--- config.mk ---
export PLATFORM = sky130hd
export DESIGN_NAME = pixel_hit_stream_decoder_core
export DESIGN_NICKNAME = d
export VERILOG_FILES = /design/src/rtl/core/phsd_pkg.sv /design/src/rtl/core/pixel_hit_stream_decoder_core.sv /design/src/rtl/core/phsd_front.sv /design/src/rtl/core/phsd_queue.sv /design/src/rtl/core/phsd_back.sv
export VERILOG_INCLUDE_DIRS = /design/src /design/src/rtl/core
export SDC_FILE = /design/constraint.sdc
export NUM_CORES = 1
export LEC_CHECK = 0
export BUFFER_PORTS_ARGS = -buffer_cell sky130_fd_sc_hd__buf_2
export CORE_MARGIN = 5
export CORE_UTILIZATION = 55
export DETAILED_ROUTE_END_ITERATION = 8
export GPL_TIMING_DRIVEN = 0
export PLACE_DENSITY_LB_ADDON = 0.1
export SLEW_MARGIN = 0
export SYNTH_ARGS = -nofsm -noshare
export SYNTH_HDL_FRONTEND = slang
export SYNTH_SLANG_ARGS = --single-unit
--- constraint.sdc ---
create_clock -name aclk -period 12.1 [get_ports aclk]
set_input_delay 0 -clock aclk [delete_from_list [all_inputs] [get_ports aclk]]
set_output_delay 0 -clock aclk [all_outputs]
set_load 0.005 [all_outputs]
--- src/rtl/core/pixel_hit_stream_decoder_core_defines.svh ---
// assertion macros for the pixel hit stream decoder core
// expects aclk and aresetn in the scope where the macros are used
`ifndef PIXEL_HIT_STREAM_DECODER_CORE_DEFINES_SVH
`define PIXEL_HIT_STREAM_DECODER_CORE_DEFINES_SVH

// condition holds at every clock edge out of reset
`define PHSD_ASSERT(label, cond) \
    label: assert property (@(posedge aclk) disable iff (!aresetn) (cond)) \
        else $error("phsd assertion failed");

// antecedent at one edge implies consequent at the next edge
`define PHSD_ASSERT_NEXT(label, ante, cons) \
    label: assert property (@(posedge aclk) disable iff (!aresetn) (ante) |=> (cons)) \
        else $error("phsd assertion failed");

`endif

--- src/rtl/core/phsd_pkg.sv ---
// shared types and constants of the pixel hit stream decoder core
// no dependencies
`default_nettype none

package phsd_pkg;

    localparam int QUEUE_DEPTH = 4;
    localparam int QPTR_W      = $clog2(QUEUE_DEPTH);
    localparam int QCNT_W      = $clog2(QUEUE_DEPTH + 1);
    localparam logic [QCNT_W-1:0] QUEUE_FULL_CNT = QCNT_W'(QUEUE_DEPTH);

    localparam int TDATA_W  = 120;
    localparam int ADDR_W   = 19;
    localparam int HITMAP_W = 7;

    localparam logic [7:0] HDR_SYNC_BYTE = 8'hAA;
    localparam logic [7:0] IDLE_BYTE     = 8'hFF;
    localparam logic [3:0] NIB_EMPTY     = 4'hE;
    localparam logic [3:0] NIB_CHIP_HDR  = 4'hA;
    localparam logic [3:0] NIB_TRAILER   = 4'hB;
    localparam logic [1:0] TOP2_LONG     = 2'b00;
    localparam logic [1:0] TOP2_SHORT    = 2'b01;
    localparam logic [2:0] TOP3_REGION   = 3'b110;
    localparam logic [63:0] STRAY_TIME   = 64'd2;

    typedef enum logic [1:0] {
        KIND_HIT   = 2'd0,
        KIND_START = 2'd1,
        KIND_END   = 2'd2,
        KIND_ERROR = 2'd3
    } kind_t;

    typedef enum logic [1:0] {
        ERR_HEADER = 2'd0,
        ERR_EMPTY  = 2'd1,
        ERR_DATA   = 2'd2
    } err_t;

    typedef enum logic [3:0] {
        PH_HDR    = 4'd0,
        PH_FRAME  = 4'd1,
        PH_EMPTY  = 4'd2,
        PH_BC     = 4'd3,
        PH_DATA   = 4'd4,
        PH_SHORT2 = 4'd5,
        PH_LONG2  = 4'd6,
        PH_LONG3  = 4'd7,
        PH_SKIP   = 4'd8,
        PH_ERR    = 4'd9
    } phase_t;

    // one queued command: a single result, or a hitmap that expands to hits
    typedef struct packed {
        kind_t                 kind;
        err_t                  err;
        logic [31:0]           evn;
        logic [63:0]           ts;
        logic [ADDR_W-1:0]     addr;
        logic [HITMAP_W-1:0]   hitmap;
        logic                  is_map;
    } cmd_t;

endpackage

`default_nettype wire

--- src/rtl/core/pixel_hit_stream_decoder_core.sv ---
// top level of the pixel hit stream decoder core
// depends on phsd_pkg, phsd_front, phsd_queue, phsd_back and the defines header
`default_nettype none
`include "pixel_hit_stream_decoder_core_defines.svh"

// Takes one readout byte per cycle while s_tready is high and decodes event headers, empty
// frames, chip frames with region, short and long hit words and trailers into event start,
// hit, event end and error items. The results of a byte pass through the command queue into
// the output register, one per cycle while the output is not stalled. A long word yields up
// to eight results (the base hit with its second byte, up to seven hitmap hits with its
// third), so the back end expands a hitmap byte into one result per hit. A four-entry command
// queue between the byte parser and the result expander absorbs such bursts; s_tready drops
// only while that queue is full. After an error, bytes are taken and dropped until a byte
// with the buffer start flag.

module pixel_hit_stream_decoder_core (
    input  wire logic          aclk,
    input  wire logic          aresetn,
    input  wire logic          s_tvalid,
    output logic               s_tready,
    input  wire logic [7:0]    s_tdata,   // data_byte
    input  wire logic          s_tuser,   // buffer_start
    output logic               m_tvalid,
    input  wire logic          m_tready,
    output logic [phsd_pkg::TDATA_W-1:0] m_tdata,
    // event_number[31:0], timestamp[95:32], hit_x[105:96], hit_y[114:106],
    // error_code[116:115], zero pad[119:117]
    output logic [1:0]         m_tuser,   // kind
    output logic               m_tlast    // last
);
    import phsd_pkg::*;

    cmd_t               f_cmd, q_head;
    logic               f_push, q_pop, q_empty, q_full, s_accept;
    logic [QCNT_W-1:0]  q_count;

    assign s_tready = !q_full;
    assign s_accept = s_tvalid && s_tready;

    phsd_front u_front (
        .aclk         (aclk),
        .aresetn      (aresetn),
        .byte_valid   (s_accept),
        .data_byte    (s_tdata),
        .buffer_start (s_tuser),
        .cmd          (f_cmd),
        .cmd_push     (f_push)
    );

    phsd_queue u_queue (
        .aclk     (aclk),
        .aresetn  (aresetn),
        .push     (f_push),
        .push_cmd (f_cmd),
        .pop      (q_pop),
        .head     (q_head),
        .empty    (q_empty),
        .full     (q_full),
        .count    (q_count)
    );

    phsd_back u_back (
        .aclk     (aclk),
        .aresetn  (aresetn),
        .head     (q_head),
        .empty    (q_empty),
        .pop      (q_pop),
        .m_tvalid (m_tvalid),
        .m_tready (m_tready),
        .m_tdata  (m_tdata),
        .m_tuser  (m_tuser),
        .m_tlast  (m_tlast)
    );

    `PHSD_ASSERT(a_queue_bound, q_count <= QUEUE_FULL_CNT)
    `PHSD_ASSERT(a_pop_nonempty, !(q_pop && q_empty))
    `PHSD_ASSERT_NEXT(a_pop_closes_item, q_pop, m_tvalid && m_tlast)
    `PHSD_ASSERT(a_err_no_pixel, !(m_tvalid && m_tuser == KIND_ERROR && m_tdata[114:96] != 19'd0))

endmodule

`default_nettype wire

--- src/rtl/core/phsd_front.sv ---
// front end: parses the byte stream and issues one command per result-causing item
// depends on phsd_pkg
`default_nettype none

module phsd_front (
    input  wire logic          aclk,
    input  wire logic          aresetn,
    input  wire logic          byte_valid,
    input  wire logic [7:0]    data_byte,
    input  wire logic          buffer_start,
    output phsd_pkg::cmd_t     cmd,
    output logic               cmd_push
);
    import phsd_pkg::*;

    phase_t              phase_reg, phase_next, ph_cur;
    logic [3:0]          fbc_reg, fbc_next, fbc_cur;
    logic [31:0]         evn_reg, evn_next;
    logic [63:0]         ts_reg, ts_next, ts_shift;
    logic [4:0]          region_reg, region_next, region_cur;
    logic [ADDR_W-1:0]   paddr_reg, paddr_next;
    logic [1:0]          woff_reg, woff_next, pos, nxt;
    logic                fhp_reg, fhp_next, fhp_cur;
    logic [2:0]          skip_reg, skip_next, skip_cur, skip_dec;
    logic                stray, hdr_bad, empty_bad, emit;
    kind_t               c_kind;
    err_t                c_err;
    logic [ADDR_W-1:0]   c_addr;
    logic                c_map;

    // buffer start restarts parsing with this item
    assign ph_cur     = buffer_start ? PH_HDR : phase_reg;
    assign fbc_cur    = buffer_start ? 4'd0 : fbc_reg;
    assign fhp_cur    = buffer_start ? 1'b1 : fhp_reg;
    assign pos        = buffer_start ? 2'd0 : woff_reg;
    assign skip_cur   = buffer_start ? 3'd0 : skip_reg;
    assign region_cur = buffer_start ? 5'd0 : region_reg;

    assign nxt       = pos + 2'd1;
    assign skip_dec  = (skip_cur != 3'd0) ? skip_cur - 3'd1 : 3'd0;
    assign ts_shift  = {data_byte, ts_reg[63:8]};
    assign stray     = fhp_cur && (evn_reg == 32'd0) && (ts_shift == STRAY_TIME);
    assign hdr_bad   = (fbc_cur < 4'd4) && (data_byte != HDR_SYNC_BYTE);
    assign empty_bad = (fbc_cur >= 4'd2) && (data_byte != IDLE_BYTE);

    // next phase
    always_comb begin
        phase_next = ph_cur;
        case (ph_cur)
            PH_HDR: begin
                if (hdr_bad) begin
                    phase_next = PH_ERR;
                end else if (fbc_cur == 4'd15 && !stray) begin
                    phase_next = PH_FRAME;
                end
            end
            PH_FRAME: begin
                if (data_byte[7:4] == NIB_EMPTY) begin
                    phase_next = PH_EMPTY;
                end else if (data_byte[7:4] == NIB_CHIP_HDR) begin
                    phase_next = PH_BC;
                end else begin
                    phase_next = PH_SKIP;
                end
            end
            PH_EMPTY: begin
                if (empty_bad) begin
                    phase_next = PH_ERR;
                end else if (fbc_cur >= 4'd3) begin
                    phase_next = PH_SKIP;
                end
            end
            PH_BC: phase_next = PH_DATA;
            PH_DATA: begin
                if (data_byte[7:6] == TOP2_LONG) begin
                    phase_next = PH_LONG2;
                end else if (data_byte[7:6] == TOP2_SHORT) begin
                    phase_next = PH_SHORT2;
                end else if (data_byte[7:5] == TOP3_REGION) begin
                    phase_next = PH_DATA;
                end else if (data_byte[7:4] == NIB_TRAILER) begin
                    phase_next = PH_SKIP;
                end else if (data_byte != IDLE_BYTE) begin
                    phase_next = PH_ERR;
                end
            end
            PH_SHORT2: phase_next = PH_DATA;
            PH_LONG2:  phase_next = PH_LONG3;
            PH_LONG3:  phase_next = PH_DATA;
            PH_SKIP: begin
                if (skip_dec == 3'd0) begin
                    phase_next = PH_HDR;
                end
            end
            PH_ERR:  phase_next = PH_ERR;
            default: phase_next = PH_ERR;
        endcase
    end

    // datapath registers and command
    always_comb begin
        fbc_next    = fbc_cur;
        evn_next    = evn_reg;
        ts_next     = ts_reg;
        region_next = region_cur;
        paddr_next  = paddr_reg;
        fhp_next    = fhp_cur;
        skip_next   = skip_cur;
        woff_next   = nxt;
        emit        = 1'b0;
        c_kind      = KIND_HIT;
        c_err       = ERR_HEADER;
        c_addr      = '0;
        c_map       = 1'b0;
        case (ph_cur)
            PH_HDR: begin
                if (hdr_bad) begin
                    emit   = 1'b1;
                    c_kind = KIND_ERROR;
                    c_err  = ERR_HEADER;
                end else begin
                    if (fbc_cur inside {[4'd4:4'd7]}) begin
                        evn_next = {data_byte, evn_reg[31:8]};
                    end else if (fbc_cur >= 4'd8) begin
                        ts_next = ts_shift;
                    end
                    if (fbc_cur == 4'd15) begin
                        fbc_next = 4'd0;
                        fhp_next = 1'b0;
                        if (!stray) begin
                            emit   = 1'b1;
                            c_kind = KIND_START;
                        end
                    end else begin
                        fbc_next = fbc_cur + 4'd1;
                    end
                end
            end
            PH_FRAME: begin
                if (data_byte[7:4] == NIB_EMPTY) begin
                    fbc_next = 4'd1;
                end else if (data_byte[7:4] == NIB_CHIP_HDR) begin
                    region_next = 5'd0;
                end else begin
                    emit      = 1'b1;
                    c_kind    = KIND_END;
                    skip_next = 3'd3;
                end
            end
            PH_EMPTY: begin
                if (empty_bad) begin
                    emit   = 1'b1;
                    c_kind = KIND_ERROR;
                    c_err  = ERR_EMPTY;
                end else if (fbc_cur >= 4'd3) begin
                    emit      = 1'b1;
                    c_kind    = KIND_END;
                    fbc_next  = 4'd0;
                    skip_next = 3'd4;
                end else begin
                    fbc_next = fbc_cur + 4'd1;
                end
            end
            PH_DATA: begin
                if (data_byte[7:6] == TOP2_LONG || data_byte[7:6] == TOP2_SHORT) begin
                    paddr_next = {region_cur, data_byte[5:0], 8'h00};
                end else if (data_byte[7:5] == TOP3_REGION) begin
                    region_next = data_byte[4:0];
                end else if (data_byte[7:4] == NIB_TRAILER) begin
                    // skip to the next 4-byte boundary plus one word
                    emit      = 1'b1;
                    c_kind    = KIND_END;
                    skip_next = 3'd4 + {1'b0, 2'd0 - nxt};
                    fbc_next  = 4'd0;
                end else if (data_byte != IDLE_BYTE) begin
                    emit   = 1'b1;
                    c_kind = KIND_ERROR;
                    c_err  = ERR_DATA;
                end
            end
            PH_SHORT2: begin
                emit   = 1'b1;
                c_addr = paddr_reg | {11'd0, data_byte};
            end
            PH_LONG2: begin
                paddr_next = paddr_reg | {11'd0, data_byte};
                emit       = 1'b1;
                c_addr     = paddr_reg | {11'd0, data_byte};
            end
            PH_LONG3: begin
                emit   = (data_byte[HITMAP_W-1:0] != '0);
                c_addr = paddr_reg;
                c_map  = 1'b1;
            end
            PH_SKIP: begin
                skip_next = skip_dec;
                if (skip_dec == 3'd0) begin
                    fbc_next = 4'd0;
                end
            end
            default: begin
                emit = 1'b0;
            end
        endcase
    end

    always_comb begin
        cmd.kind   = c_kind;
        cmd.err    = c_err;
        cmd.evn    = evn_next;
        cmd.ts     = ts_next;
        cmd.addr   = c_addr;
        cmd.hitmap = data_byte[HITMAP_W-1:0];
        cmd.is_map = c_map;
    end

    assign cmd_push = byte_valid && emit;

    always_ff @(posedge aclk) begin
        if (!aresetn) begin
            phase_reg  <= PH_HDR;
            fbc_reg    <= 4'd0;
            evn_reg    <= 32'd0;
            ts_reg     <= 64'd0;
            region_reg <= 5'd0;
            paddr_reg  <= '0;
            woff_reg   <= 2'd0;
            fhp_reg    <= 1'b1;
            skip_reg   <= 3'd0;
        end else if (byte_valid) begin
            phase_reg  <= phase_next;
            fbc_reg    <= fbc_next;
            evn_reg    <= evn_next;
            ts_reg     <= ts_next;
            region_reg <= region_next;
            paddr_reg  <= paddr_next;
            woff_reg   <= woff_next;
            fhp_reg    <= fhp_next;
            skip_reg   <= skip_next;
        end
    end

endmodule

`default_nettype wire

--- src/rtl/core/phsd_queue.sv ---
// command queue between front end and back end
// depends on phsd_pkg
`default_nettype none

module phsd_queue (
    input  wire logic                    aclk,
    input  wire logic                    aresetn,
    input  wire logic                    push,
    input  wire phsd_pkg::cmd_t          push_cmd,
    input  wire logic                    pop,
    output phsd_pkg::cmd_t               head,
    output logic                         empty,
    output logic                         full,
    output logic [phsd_pkg::QCNT_W-1:0]  count
);
    import phsd_pkg::*;

    cmd_t               mem_reg [QUEUE_DEPTH];
    logic [QPTR_W-1:0]  wr_ptr_reg, rd_ptr_reg;
    logic [QCNT_W-1:0]  cnt_reg, cnt_next;

    assign head  = mem_reg[rd_ptr_reg];
    assign empty = (cnt_reg == '0);
    assign full  = (cnt_reg == QUEUE_FULL_CNT);
    assign count = cnt_reg;

    always_comb begin
        cnt_next = cnt_reg;
        if (push && !pop) begin
            cnt_next = cnt_reg + QCNT_W'(1);
        end else if (pop && !push) begin
            cnt_next = cnt_reg - QCNT_W'(1);
        end
    end

    always_ff @(posedge aclk) begin
        if (push) begin
            mem_reg[wr_ptr_reg] <= push_cmd;
        end
    end

    always_ff @(posedge aclk) begin
        if (!aresetn) begin
            wr_ptr_reg <= '0;
            rd_ptr_reg <= '0;
            cnt_reg    <= '0;
        end else begin
            if (push) begin
                wr_ptr_reg <= wr_ptr_reg + QPTR_W'(1);
            end
            if (pop) begin
                rd_ptr_reg <= rd_ptr_reg + QPTR_W'(1);
            end
            cnt_reg <= cnt_next;
        end
    end

endmodule

`default_nettype wire

--- src/rtl/core/phsd_back.sv ---
// back end: expands queued commands into registered results, one per unstalled cycle
// depends on phsd_pkg
`default_nettype none

module phsd_back (
    input  wire logic                          aclk,
    input  wire logic                          aresetn,
    input  wire phsd_pkg::cmd_t                head,
    input  wire logic                          empty,
    output logic                               pop,
    output logic                               m_tvalid,
    input  wire logic                          m_tready,
    output logic [phsd_pkg::TDATA_W-1:0]       m_tdata,
    output logic [1:0]                         m_tuser,
    output logic                               m_tlast
);
    import phsd_pkg::*;

    logic [HITMAP_W-1:0]  done_reg, done_next, remaining, pick, rest;
    logic [2:0]           off;
    logic [ADDR_W-1:0]    hit_addr;
    logic                 is_final, load, is_hit;
    logic [9:0]           hx;
    logic [8:0]           hy;
    logic                 m_tvalid_reg;
    logic [TDATA_W-1:0]   m_tdata_reg;
    logic [1:0]           m_tuser_reg;
    logic                 m_tlast_reg;

    assign remaining = head.hitmap & ~done_reg;
    assign pick      = remaining & (~remaining + HITMAP_W'(1));
    assign rest      = remaining & ~pick;

    always_comb begin
        off = 3'd0;
        for (int i = 0; i < HITMAP_W; i++) begin
            if (pick[i]) begin
                off = 3'(i + 1);
            end
        end
    end

    assign hit_addr = head.is_map ? head.addr + ADDR_W'(off) : head.addr;
    assign is_final = !head.is_map || (rest == '0);
    assign load     = !empty && (!m_tvalid_reg || m_tready);
    assign pop      = load && is_final;
    assign is_hit   = (head.kind == KIND_HIT);

    // double column layout: column pair from the high bits, row from the low bits
    assign hx = is_hit ? {hit_addr[18:10], hit_addr[0] ^ hit_addr[1]} : 10'd0;
    assign hy = is_hit ? hit_addr[9:1] : 9'd0;

    always_comb begin
        done_next = done_reg;
        if (load) begin
            done_next = is_final ? '0 : (done_reg | pick);
        end
    end

    always_ff @(posedge aclk) begin
        if (load) begin
            m_tdata_reg <= {3'd0, head.err, hy, hx, head.ts, head.evn};
            m_tuser_reg <= head.kind;
            m_tlast_reg <= is_final;
        end
    end

    always_ff @(posedge aclk) begin
        if (!aresetn) begin
            m_tvalid_reg <= 1'b0;
            done_reg     <= '0;
        end else begin
            done_reg <= done_next;
            if (load) begin
                m_tvalid_reg <= 1'b1;
            end else if (m_tready) begin
                m_tvalid_reg <= 1'b0;
            end
        end
    end

    assign m_tvalid = m_tvalid_reg;
    assign m_tdata  = m_tdata_reg;
    assign m_tuser  = m_tuser_reg;
    assign m_tlast  = m_tlast_reg;

endmodule

`default_nettype wire
==> run summary <==
Initial Util -> 0.552
Unrepaired setup endpoints after global routing -> false
Min Clock Period, post-route -> 4.22 ns
Drt pass-1 iters -> 7
DRC viols -> 0
Global-route wire length before repair -> 105000 um
Final WS setup -> 7.88 ns
Top_reg_cell synth -> edfxtp_1
Boundary Pins -> 138
Clock transition at path regs -> 0.06 ns
Mapped Area -> 0.0303 sq mm
Root Driver -> clkbuf_16
Share of layout cells above drive strength 1 -> 0.240
Lkg Pwr -> 11.6 nW
Die area -> 0.0599 sq mm
Power per standard cell area -> 218 mW/mm^2
CTS tree -> built
Post-synthesis cell type count -> 68
Worst path slowest cell -> and2_4
Row count -> 86
Seq/Total Area, Yosys -> 0.722
Setup Skew -> 0.0222 ns
Post-route ant nets -> 0
Synthesis Warnings -> 0
CP peak stage delay -> 0.77 ns
Setup slack, reg-to-reg -> 7.88 ns
Most frequent cells in the layout -> edfxtp_1 (628), nand2_1 (179), buf_2 (154)
Syn Area/Cell -> 16.2 sq um
Hold worst-path end -> u_front.phase_reg[0]
Number of synthesized flops with an enable pin -> 628
Startpoint types -> flip-flop
Nets -> 2135
Max-Cap Viols -> 0
Routed WL per cell -> 23.8 um
Post-cts resize count -> 0
Gp weighted congestion -> 0.926
Reg2Reg Depth -> 7
CP Capture Type -> flip-flop
Final hold violation count -> 0
Post-synth ARST share -> 0
Hold depth -> 5
RR Endpoint -> u_queue.mem_reg[3][82]
Vias in the first global route -> 17100
FMAX -> 237 MHz
Most common cell after layout, fill and taps aside -> edfxtp_1
Largest net degree at the start of global routing -> 57
Setup WS pre-CTS -> 7.90 ns
Crit Reg-Reg Startpoint -> u_queue.count[0]
Core area -> 0.0549 sq mm
Clock sink count -> 779
Synth Instances -> 1869
Max VDD drop -> 0.162 mV
Status -> finished clean
DR vias -> 17000
Final Cycle Share -> 0.349
Crit path cell chain -> nor2_1 > a21boi_0 > clkbuf_1 > o21ai_0 > a31oi_1 > and2_4 > buf_16
Final slew viol count -> 0
Gr ovfl total -> 0
DR vias/cell -> 5.89
CP arrival -> 4.48 ns
Clock latency on the worst-skew pair -> 0.62 ns
GRT Util Overall -> 0.230
Post-Route WL -> 68500 um
Initial antenna violation count -> 4
Final setup violation count -> 0
Fill cell count -> 3951
H-tree Lvls -> 3
Crit Path Max Fanout -> 56
Dpl hpwl -> 44700 um
Hold path start -> s_tuser
Relative slew margins -> 0.334
Layout area overhead -> 15.1%
#FFs+latches synth -> 779
Worst Tran Pin Value -> 0.999 ns
Initial DRC count -> 1318
Die H -> 245 um
Crit path required time -> 12.36 ns
Max reg flops -> 508
Die width -> 245 um
Worst Hold Class -> in -> reg
Crit Path Class -> reg -> reg
TNS Setup -> 0 ns
I/O Buffers -> 134
CTS buffer count -> 79
Max clock buf depth -> 3
## cell type report
cell class	count	area, sq um	share of cell area
clock buffers	107	2220	0.0635
inverters	22	82.6	0.00237
clock inverters	40	383	0.0110
plain buffers	106	453	0.0130
multi-input cells	964	7910	0.227
well taps	704	881	0.0253
repair buffers	157	1070	0.0306
diodes	2	5.00	0.000144
flip-flops and latches	779	21900	0.627
## through the flow
| step | hold WS [ns] | instances | util | power, mW | area (sq um) |
|---|---|---|---|---|---|
| global placement | 0.230 | 2709 | 0.580 | 5.28 | 31900 |
| floorplan | 0.0989 | 1871 | - | 4.66 | 30300 |
| global route | 0.159 | 2880 | 0.635 | 7.93 | 34900 |
| detailed placement | 0.231 | 2721 | 0.586 | 5.25 | 32200 |
| CTS | 0.114 | 2879 | 0.635 | 7.67 | 34900 |
| finish | 0.157 | 2881 | 0.636 | 7.59 | 34900 |
## cells by family (layout without fill, tap and decap cells)
| kind of cell | count (synthesis) | after routing | share of synthesized area |
|---|---|---|---|
| and+or+nand+nor | 498 | 498 | 0.0754 |
| DFF | 779 | 779 | 0.722 |
| muxes | 228 | 228 | 0.132 |
| other | 1 | 5 | 0.000124 |
| xor gates and xnor gates | 21 | 21 | 0.00607 |
| AOI/OAI and AO/OA | 199 | 199 | 0.0400 |
| buffers and inverters | 128 | 432 | 0.0177 |
| adders and majority gates | 15 | 15 | 0.00653 |
## per-layer routing
metal / vias up / part of all wire / GRT usage
met4: 0 / 0.019 / 0.0625
met2: 469 / 0.50 / 0.379
met5: - / 0 / 0
met1: 8742 / 0.43 / 0.329
li1: 7677 / - / -
met3: 87 / 0.051 / 0.0311
## critical path, delay by kind of cell, from the launching register on
kind	cells	cell delay (ns)
DFF	1	0.41
buffers and inverters	2	0.99
AOI/OAI and AO/OA	3	1.52
and+or+nand+nor	2	0.85
## worst max-delay path by stage
| stage | from | to | cells after the start |
|---|---|---|---|
| global route | u_queue.count[0] | u_queue.mem_reg[3][74] | 7 |
| CTS | u_queue.count[0] | u_queue.mem_reg[3][74] | 7 |
| detailed placement | u_queue.count[0] | u_queue.mem_reg[2][74] | 7 |
| finish | u_queue.count[0] | u_queue.mem_reg[3][82] | 7 |
| global placement | u_queue.count[0] | u_queue.count[2] | 11 |
| floorplan | u_queue.count[0] | u_queue.count[2] | 11 |
## where the power goes
group / total, mW / internal (mW) / leakage (nW) / switching (mW)
Sequential: 3.54 / 3.42 / 7.03 / 0.117
Clock: 2.41 / 1.43 / 1.26 / 0.979
Combinational: 1.64 / 0.686 / 3.36 / 0.953
## Yosys cell counts (3+ instances only)
cell type,number,area share
nor4b_1,6,0.0017
buf_1,15,0.0019
dfxtp_1,151,0.10
inv_1,22,0.0027
o21ai_0,28,0.0046
nor3_1,52,0.0086
clkbuf_1,65,0.0081
o211ai_1,3,0.00074
xnor2_1,10,0.0029
or3_1,11,0.0023
a21o_1,3,0.00074
xor2_1,11,0.0032
and4_1,6,0.0017
and2_1,8,0.0017
nand2b_1,9,0.0019
nand2_1,179,0.022
ha_1,11,0.0045
nor4_1,26,0.0054
nor2_1,140,0.017
buf_2,20,0.0033
mux2i_1,7,0.0023
mux4_2,124,0.092
mux2_2,94,0.035
buf_4,4,0.00099
mux4_1,3,0.0026
nand4_1,9,0.0019
edfxtp_1,628,0.62
a211oi_1,5,0.0012
nor2b_1,18,0.0037
nand3_1,19,0.0031
a31oi_1,8,0.0017
a21oi_1,112,0.019
nor3b_1,3,0.00074
a22oi_1,14,0.0035
## timing repair
item,CTS,global route
hold buffers,11,0
setup buffers,0,0
endpoints found under the hold margin,43,0
endpoints found under the setup margin,0,0
Power figures use the tool's default switching activity.
